<file path="src/rtl/core/srxl2fr_pkg.sv">
`timescale 1ns / 1ps
// ----------------------------------------------------------------------------
// srxl2fr_pkg
// Shared types and constants for the link frame responder.
// ----------------------------------------------------------------------------
package srxl2fr_pkg;

    localparam int unsigned CFG_IDX_W  = 3;
    localparam int unsigned CFG_DATA_W = 16;
    localparam int unsigned SENSOR_W   = 3;

    localparam logic [CFG_IDX_W-1:0] REG_DEVICE_ID      = 3'd0;
    localparam logic [CFG_IDX_W-1:0] REG_HEADER_CODE    = 3'd1;
    localparam logic [CFG_IDX_W-1:0] REG_HANDSHAKE_TYPE = 3'd2;
    localparam logic [CFG_IDX_W-1:0] REG_CONTROL_TYPE   = 3'd3;
    localparam logic [CFG_IDX_W-1:0] REG_SENSOR_MASK    = 3'd4;
    localparam logic [CFG_IDX_W-1:0] REG_BAD_LIMIT      = 3'd5;
    localparam logic [CFG_IDX_W-1:0] REG_TIMEOUT        = 3'd6;

    localparam logic [7:0]  RST_DEVICE_ID      = 8'd49;
    localparam logic [7:0]  RST_HEADER_CODE    = 8'd166;
    localparam logic [7:0]  RST_HANDSHAKE_TYPE = 8'd33;
    localparam logic [7:0]  RST_CONTROL_TYPE   = 8'd205;
    localparam logic [7:0]  RST_SENSOR_MASK    = 8'd0;
    localparam logic [7:0]  RST_BAD_LIMIT      = 8'd50;
    localparam logic [15:0] RST_TIMEOUT        = 16'd50;

    localparam logic [1:0] ACT_NONE      = 2'd0;
    localparam logic [1:0] ACT_HANDSHAKE = 2'd1;
    localparam logic [1:0] ACT_TELEMETRY = 2'd2;
    localparam logic [1:0] ACT_SPEED     = 2'd3;

    localparam logic FUNC_FRAME = 1'b0;
    localparam logic FUNC_TICK  = 1'b1;

    localparam logic [7:0] BROADCAST_ID = 8'hFF;
    localparam logic [7:0] NO_PARTNER   = 8'hFF;
    localparam logic [7:0] MIN_FRAME_LEN = 8'd3;
    localparam logic [7:0] SHORT_FRAME_LEN = 8'd1;

    typedef struct packed {
        logic [7:0]  device_id;
        logic [7:0]  header_code;
        logic [7:0]  handshake_type;
        logic [7:0]  control_type;
        logic [7:0]  sensor_enable_mask;
        logic [7:0]  bad_frame_limit;
        logic [15:0] timeout_ticks;
    } cfg_t;

    typedef struct packed {
        logic                found;
        logic [SENSOR_W-1:0] index;
        logic [SENSOR_W-1:0] next_pointer;
    } pick_t;

endpackage

</file>
<file path="src/rtl/core/srxl2fr_cfg_regs.sv">
`timescale 1ns / 1ps
// ----------------------------------------------------------------------------
// srxl2fr_cfg_regs
// Configuration register file with reset defaults, write only.
// ----------------------------------------------------------------------------
module srxl2fr_cfg_regs
(
    input  logic                                 clk,
    input  logic                                 rst_n,
    input  logic                                 cfg_write,
    input  logic [srxl2fr_pkg::CFG_IDX_W-1:0]    cfg_index,
    input  logic [srxl2fr_pkg::CFG_DATA_W-1:0]   cfg_data,
    output srxl2fr_pkg::cfg_t                    cfg
);
    import srxl2fr_pkg::*;

    cfg_t cfg_reg;

    always_ff @(posedge clk or negedge rst_n)
    begin
        if (!rst_n)
        begin
            cfg_reg.device_id          <= RST_DEVICE_ID;
            cfg_reg.header_code        <= RST_HEADER_CODE;
            cfg_reg.handshake_type     <= RST_HANDSHAKE_TYPE;
            cfg_reg.control_type       <= RST_CONTROL_TYPE;
            cfg_reg.sensor_enable_mask <= RST_SENSOR_MASK;
            cfg_reg.bad_frame_limit    <= RST_BAD_LIMIT;
            cfg_reg.timeout_ticks      <= RST_TIMEOUT;
        end
        else if (cfg_write)
        begin
            unique case (cfg_index)
                REG_DEVICE_ID:      cfg_reg.device_id          <= cfg_data[7:0];
                REG_HEADER_CODE:    cfg_reg.header_code        <= cfg_data[7:0];
                REG_HANDSHAKE_TYPE: cfg_reg.handshake_type     <= cfg_data[7:0];
                REG_CONTROL_TYPE:   cfg_reg.control_type       <= cfg_data[7:0];
                REG_SENSOR_MASK:    cfg_reg.sensor_enable_mask <= cfg_data[7:0];
                REG_BAD_LIMIT:      cfg_reg.bad_frame_limit    <= cfg_data[7:0];
                REG_TIMEOUT:        cfg_reg.timeout_ticks      <= cfg_data;
                default:            ;
            endcase
        end
    end

    assign cfg = cfg_reg;

endmodule

</file>
<file path="src/rtl/core/srxl2fr_sensor_pick.sv">
`timescale 1ns / 1ps
// ----------------------------------------------------------------------------
// srxl2fr_sensor_pick
// Round-robin pick of the next enabled sensor starting at the pointer.
// ----------------------------------------------------------------------------
module srxl2fr_sensor_pick
#(
    parameter int unsigned SENSOR_KINDS = 8
)
(
    input  logic [7:0]                          mask,
    input  logic [srxl2fr_pkg::SENSOR_W-1:0]    pointer,
    output srxl2fr_pkg::pick_t                  pick
);
    import srxl2fr_pkg::*;

    localparam logic [SENSOR_W:0] KINDS = (SENSOR_W+1)'(SENSOR_KINDS);

    logic [SENSOR_W-1:0] start;
    logic [SENSOR_W:0]   last_plus;

    always_comb
    begin
        logic [SENSOR_W:0] idx;
        start = ({1'b0, pointer} >= KINDS) ? '0 : pointer;
        pick.found = 1'b0;
        pick.index = '0;
        for (int k = 0; k < 8; k++)
        begin
            idx = {1'b0, start} + (SENSOR_W+1)'(k);
            if (idx >= KINDS)
            begin
                idx = idx - KINDS;
            end
            if ((k < int'(SENSOR_KINDS)) && !pick.found && mask[idx[SENSOR_W-1:0]])
            begin
                pick.found = 1'b1;
                pick.index = idx[SENSOR_W-1:0];
            end
        end
        last_plus = {1'b0, pick.index} + (SENSOR_W+1)'(1);
        pick.next_pointer = (last_plus >= KINDS) ? '0 : last_plus[SENSOR_W-1:0];
    end

endmodule

</file>
<file path="src/rtl/core/srxl2_frame_responder_core.sv">
`timescale 1ns / 1ps
// Stages: input register, decision logic, output register; a result is valid once
// its word has passed both. Throughput: one word per cycle unless out_stall holds.
// Reset: partner cleared to none, speed slow, counters and sensor pointer zero,
// configuration registers at their defaults, both pipeline stages empty.
// ----------------------------------------------------------------------------
// srxl2_frame_responder_core
// Device-side link responder: frame and tick handling, speed and telemetry.
// ----------------------------------------------------------------------------
module srxl2_frame_responder_core
#(
    parameter int unsigned SENSOR_KINDS  = 8,
    parameter int unsigned MAX_FRAME_LEN = 128
)
(
    input  logic                                 clk,
    input  logic                                 rst_n,
    input  logic                                 cfg_write,
    input  logic [srxl2fr_pkg::CFG_IDX_W-1:0]    cfg_index,
    input  logic [srxl2fr_pkg::CFG_DATA_W-1:0]   cfg_data,
    input  logic                                 in_valid,
    output logic                                 in_stall,
    input  logic                                 func,
    input  logic [7:0]                           frame_length,
    input  logic [7:0]                           first_byte,
    input  logic [7:0]                           type_byte,
    input  logic [7:0]                           source_byte,
    input  logic [7:0]                           dest_byte,
    input  logic [7:0]                           speed_byte,
    input  logic                                 check_ok,
    output logic                                 out_valid,
    input  logic                                 out_stall,
    output logic [1:0]                           action,
    output logic [7:0]                           reply_dest,
    output logic [2:0]                           sensor_index,
    output logic                                 speed_fast,
    output logic [7:0]                           bad_count
);
    import srxl2fr_pkg::*;

    localparam logic [7:0] MAX_LEN = 8'(MAX_FRAME_LEN);

    cfg_t  cfg;
    pick_t pick;

    // input stage
    logic       s1_valid_reg;
    logic       s1_func_reg;
    logic [7:0] s1_len_reg;
    logic [7:0] s1_first_reg;
    logic [7:0] s1_type_reg;
    logic [7:0] s1_src_reg;
    logic [7:0] s1_dest_reg;
    logic [7:0] s1_speed_reg;
    logic       s1_chk_reg;

    // state
    logic [7:0]          partner_reg,  partner_next;
    logic                fast_reg,     fast_next;
    logic [7:0]          bad_reg,      bad_next;
    logic [SENSOR_W-1:0] pointer_reg,  pointer_next;
    logic [15:0]         silence_reg,  silence_next;

    // output stage
    logic                out_valid_reg;
    logic [1:0]          action_reg,   action_next;
    logic [7:0]          dest_reg,     dest_next;
    logic [SENSOR_W-1:0] sidx_reg,     sidx_next;

    logic advance;
    logic s1_take;
    logic in_take;
    logic [15:0] silence_inc;
    logic is_hdr;
    logic hs_me;
    logic ctl_me;
    logic hs_bcast;
    logic [7:0] bad_inc;

    srxl2fr_cfg_regs u_cfg
    (
        .clk       (clk),
        .rst_n     (rst_n),
        .cfg_write (cfg_write),
        .cfg_index (cfg_index),
        .cfg_data  (cfg_data),
        .cfg       (cfg)
    );

    srxl2fr_sensor_pick #(.SENSOR_KINDS(SENSOR_KINDS)) u_pick
    (
        .mask    (cfg.sensor_enable_mask),
        .pointer (pointer_reg),
        .pick    (pick)
    );

    assign advance  = !out_valid_reg || !out_stall;
    assign s1_take  = s1_valid_reg && advance;
    assign in_stall = s1_valid_reg && !advance;
    assign in_take  = in_valid && !in_stall;

    always_ff @(posedge clk or negedge rst_n)
    begin
        if (!rst_n)
        begin
            s1_valid_reg <= 1'b0;
        end
        else if (!in_stall)
        begin
            s1_valid_reg <= in_valid;
        end
    end

    always_ff @(posedge clk)
    begin
        if (in_take)
        begin
            s1_func_reg  <= func;
            s1_len_reg   <= frame_length;
            s1_first_reg <= first_byte;
            s1_type_reg  <= type_byte;
            s1_src_reg   <= source_byte;
            s1_dest_reg  <= dest_byte;
            s1_speed_reg <= speed_byte;
            s1_chk_reg   <= check_ok;
        end
    end

    assign silence_inc = (silence_reg == 16'hFFFF) ? silence_reg : silence_reg + 16'd1;
    assign bad_inc     = (bad_reg == 8'hFF) ? bad_reg : bad_reg + 8'd1;
    assign is_hdr      = (s1_first_reg == cfg.header_code);
    assign hs_me       = is_hdr && (s1_type_reg == cfg.handshake_type)
                         && (s1_dest_reg == cfg.device_id);
    assign ctl_me      = is_hdr && (s1_type_reg == cfg.control_type)
                         && (s1_dest_reg == cfg.device_id);
    assign hs_bcast    = is_hdr && (s1_type_reg == cfg.handshake_type)
                         && (s1_dest_reg == BROADCAST_ID);

    always_comb
    begin
        partner_next = partner_reg;
        fast_next    = fast_reg;
        bad_next     = bad_reg;
        pointer_next = pointer_reg;
        silence_next = silence_reg;
        action_next  = ACT_NONE;
        dest_next    = '0;
        sidx_next    = '0;
        if (s1_func_reg == FUNC_TICK)
        begin
            silence_next = silence_inc;
            if (silence_inc >= cfg.timeout_ticks)
            begin
                silence_next = '0;
                fast_next    = 1'b0;
                action_next  = ACT_HANDSHAKE;
            end
        end
        else if (s1_len_reg != '0)
        begin
            silence_next = '0;
            priority if (bad_reg > cfg.bad_frame_limit)
            begin
                fast_next   = !fast_reg;
                bad_next    = '0;
                action_next = ACT_SPEED;
            end
            else if ((s1_len_reg < MIN_FRAME_LEN) || (s1_len_reg > MAX_LEN))
            begin
                if (s1_len_reg != SHORT_FRAME_LEN)
                begin
                    bad_next = bad_inc;
                end
            end
            else if (!s1_chk_reg && ((partner_reg != NO_PARTNER) || !hs_me))
            begin
                bad_next = bad_inc;
            end
            else
            begin
                bad_next = '0;
                priority if (hs_me)
                begin
                    partner_next = s1_src_reg;
                    action_next  = ACT_HANDSHAKE;
                    dest_next    = s1_src_reg;
                end
                else if (ctl_me)
                begin
                    if (pick.found)
                    begin
                        action_next  = ACT_TELEMETRY;
                        dest_next    = partner_reg;
                        sidx_next    = pick.index;
                        pointer_next = pick.next_pointer;
                    end
                end
                else if (hs_bcast)
                begin
                    fast_next   = (s1_speed_reg != '0);
                    action_next = ACT_SPEED;
                end
                else
                begin
                    action_next = ACT_NONE;
                end
            end
        end
    end

    always_ff @(posedge clk or negedge rst_n)
    begin
        if (!rst_n)
        begin
            partner_reg   <= NO_PARTNER;
            fast_reg      <= 1'b0;
            bad_reg       <= '0;
            pointer_reg   <= '0;
            silence_reg   <= '0;
            out_valid_reg <= 1'b0;
        end
        else
        begin
            if (s1_take)
            begin
                partner_reg <= partner_next;
                fast_reg    <= fast_next;
                bad_reg     <= bad_next;
                pointer_reg <= pointer_next;
                silence_reg <= silence_next;
            end
            if (advance)
            begin
                out_valid_reg <= s1_valid_reg;
            end
        end
    end

    logic       speed_out_reg;
    logic [7:0] bad_out_reg;

    always_ff @(posedge clk)
    begin
        if (s1_take)
        begin
            action_reg    <= action_next;
            dest_reg      <= dest_next;
            sidx_reg      <= sidx_next;
            speed_out_reg <= fast_next;
            bad_out_reg   <= bad_next;
        end
    end

    assign out_valid    = out_valid_reg;
    assign action       = action_reg;
    assign reply_dest   = dest_reg;
    assign sensor_index = sidx_reg;
    assign speed_fast   = speed_out_reg;
    assign bad_count    = bad_out_reg;

endmodule
</file>
<file path="config.mk">
export PLATFORM = sky130hd
export DESIGN_NAME = srxl2_frame_responder_core
export DESIGN_NICKNAME = d
export VERILOG_FILES = /design/src/rtl/core/srxl2fr_pkg.sv /design/src/rtl/core/srxl2fr_cfg_regs.sv /design/src/rtl/core/srxl2fr_sensor_pick.sv /design/src/rtl/core/srxl2_frame_responder_core.sv
export SDC_FILE = /design/constraint.sdc
export NUM_CORES = 1
export LEC_CHECK = 0
export BUFFER_PORTS_ARGS = -buffer_cell sky130_fd_sc_hd__buf_2
export CAP_MARGIN = 25
export CORE_ASPECT_RATIO = 0.7
export CORE_UTILIZATION = 55
export CTS_CLUSTER_DIAMETER = 30
export CTS_CLUSTER_SIZE = 8
export DETAILED_ROUTE_END_ITERATION = 10
export GPL_TIMING_DRIVEN = 1
export PLACE_DENSITY = 0.82
export SLEW_MARGIN = 20
export SYNTH_ARGS = -nofsm -noshare
export SYNTH_HDL_FRONTEND = slang
export SYNTH_SLANG_ARGS = --single-unit
</file>
<file path="constraint.sdc">
create_clock -name clk -period 4.36 [get_ports clk]
set_input_delay 0.218 -clock clk [delete_from_list [all_inputs] [get_ports clk]]
set_output_delay 0.218 -clock clk [all_outputs]
set_load 0.005 [all_outputs]
</file>
==> run metrics <==
initial antenna violation count 0; Pins Over Slew Limit 0; outcome finished, final reports clean; I/O pins 98; leakage power approximately 4.7 nW; clock root buffer clkbuf_16; Routed WL 24,000 um; Commonest cells post-synth mux2_2 (81), dfrtp_1 (74), edfxtp_1 (72), nand2_1 (46), nor2_1 (44); ant diodes 0; CTS Buf Count 17; Worst-path clk slew 70 ps; number of global-route vias before repair 7,112; pin count of the biggest net entering global routing 75; R2R Setup Slk 290 ps; # DRC 0; cell accounting for the most synthesized area edfxtp_1; critical path class reg2reg; dpl ws 324 ps; top cell type's share of synthesized area 0.237; die height 110 um; Via density 6.07; worst path bufs/invs 1; hold path cells 2; Hold Path Origin cfg_data[10]; Synth Net Count between 800 and 900; number of port buffers between 90 and 100; #FFs+latches synth about 170; Via Count about 7,000; fin nets ~1,000; HPWL Detailed 15,200 um; synth top area cells edfxtp_1 (24%), dfrtp_1 (20%), mux2_2 (10%), dfstp_2 (8.1%), ha_1 (4.0%); initial DRC count 577; Max VDD drop 0.312 mV; Finished Cell Area 11,100 sq um; placed instance area 9930 sq um; Slowest cell on crit path dfrtp_1; Worst Clk Skew 20.6 ps; Synth-to-Final Area Change 21.3%; slowest stage delay, CP ~420 ps; share of cells above drive strength 1 0.307; Hold Crit Class in2reg; GR Util All Layers 0.298; Largest register FFs 64; Mapped Cells 750; mean post-synth cell area ~12 sq um; Cell Chain, Critical Path ha_1, nand2_1, nor4_2, nand3_1, nand2_1, nor2_1, xor2_1, ha_1, a21o_1, a21o_1, a21oi_1, o21ai_0, or2_2, a211oi_2, buf_4, o21ai_0, a31oi_1; depth of the most critical reg-to-reg path 17; async set or reset register ratio after synthesis 0.586; global-route wire length before repair 38,300 um; final cycle utilization of the critical path 0.934; Total Power 4.61 mW; WHS Endpoint u_cfg.cfg[10]; hold slack final 14.2 ps; post-synthesis instance area 9120 sq um; Seq/Total Area, Yosys 0.521; Distinct cells, synth 74; gp weighted congestion slightly above 0.9; TritonRoute pass-1 iters 5; CTS sink cnt between 150 and 200; final core occ 0.699; Arr. time, crit path 4420 ps; CTS tree yes; worst skew pair latency 440 ps; Slew HR 0.467; most frequent cell after synthesis mux2_2; synth warn 0; MaxCap Viol Count 0; Worst setup SP type register; Worst Setup End Kind register; Cell Pwr Density 417 nW/um^2; core area 15,800 sq um; post-DR wirelength/cell approximately 21 um; initial core utilization 0.576; H-tree levels 4; CP top delay family simple AND/OR/NAND/NOR gates; die footprint between 15,000 and 20,000 sq um; Fmax achieved roughly 250 MHz; Antenna Violating Nets Remaining 0; Worst Tran Pin Value around 800 ps; Chip Width 156 um; ys flop type dfrtp_1; EDFF count, synth 72; worst setup margin 287 ps; Finished Layout Cells around 1,100; Tmin final 4070 ps; Req. time, crit path roughly 4700 ps; clock buffer depth 2; Final setup viols 0; Setup TNS 0 ps; Worst R2R End silence_reg[9]; number of cells after detailed placement 1,062; Fin. Hold Viols 0; Worst R2R Start silence_reg[0]; row cnt 38; Congestion Overflow GR 0; Max Fanout on Critical Path 23
==> area by class of cell <==
cell class	count	area, sq um
clock inverters	13	118
well taps	220	275
multi-input cells	518	4160
repair buffers	166	1180
fillers	1087	4770
flip-flops and latches	174	4750
clock buffers	19	443
inverters	39	146
==> layer usage <==
| metal | wire length [um] | track usage |
|---|---|---|
| met3 | 2160 | 0.0709 |
| met4 | 515 | 0.100 |
| met2 | 10800 | 0.457 |
| met5 | 0 | 0 |
| met1 | 10500 | 0.418 |
==> cells in the final DEF, fill, tap and decap left out, types with 7 or more instances in the layout <==
| cell type | instances |
|---|---|
| nand2b_1 | 7 |
| dfrtp_1 | 74 |
| ha_1 | 29 |
| nor3_1 | 8 |
| buf_2 | 97 |
| a22o_1 | 8 |
| nor2_1 | 44 |
| xor2_1 | 32 |
| o21ai_0 | 14 |
| clkbuf_16 | 17 |
| a21o_1 | 10 |
| nand3_1 | 14 |
| mux4_2 | 11 |
| edfxtp_1 | 72 |
| nor4_1 | 13 |
| inv_1 | 38 |
| dlygate4sd3_1 | 52 |
| xnor2_1 | 17 |
| nand4_1 | 15 |
| a31oi_1 | 9 |
| buf_4 | 13 |
| nor3b_1 | 9 |
| dfstp_2 | 28 |
| nand2_1 | 46 |
| a21oi_1 | 37 |
| mux2_2 | 81 |
| mux2i_1 | 17 |
==> logic make-up (layout without fill, tap and decap cells) <==
logic type                 count (synthesis)  after routing  share of synthesized area
and+or+nand+nor                          195            195                      0.112
buffers and inverters                     58            237                     0.0255
muxes                                    113            113                      0.154
DFF                                      174            174                      0.521
AOI/OAI and AO/OA                        132            132                      0.101
xor gates and xnor gates                  49             49                     0.0471
adders and majority gates                 29             29                     0.0398
==> repair_timing <==
item	in CTS	in global routing
hold buffers	52	0
endpoints found under the hold margin	112	0
endpoints found under the setup margin	0	6
gates resized for setup	0	1
buffers inserted	0	0
==> worst max-delay path by stage <==
stage          slack [ps]  cells past startpoint               to            from
2_1_floorplan         550                     17   silence_reg[9]  silence_reg[3]
3_3_place_gp          570                     17   silence_reg[9]  silence_reg[0]
3_5_place_dp          320                     17  silence_reg[10]  silence_reg[0]
4_1_cts               250                     17  silence_reg[10]  silence_reg[0]
5_1_grt               -20                     17   silence_reg[9]  silence_reg[0]
6_report              290                     17   silence_reg[9]  silence_reg[0]
==> where the power goes <==
part	switching [mW]	total, mW	internal (mW)
registers	0.188	2.16	1.97
logic	0.500	0.975	0.475
clock network	0.714	1.48	0.770
No activity file was read; power rests on OpenSTA's default activity.
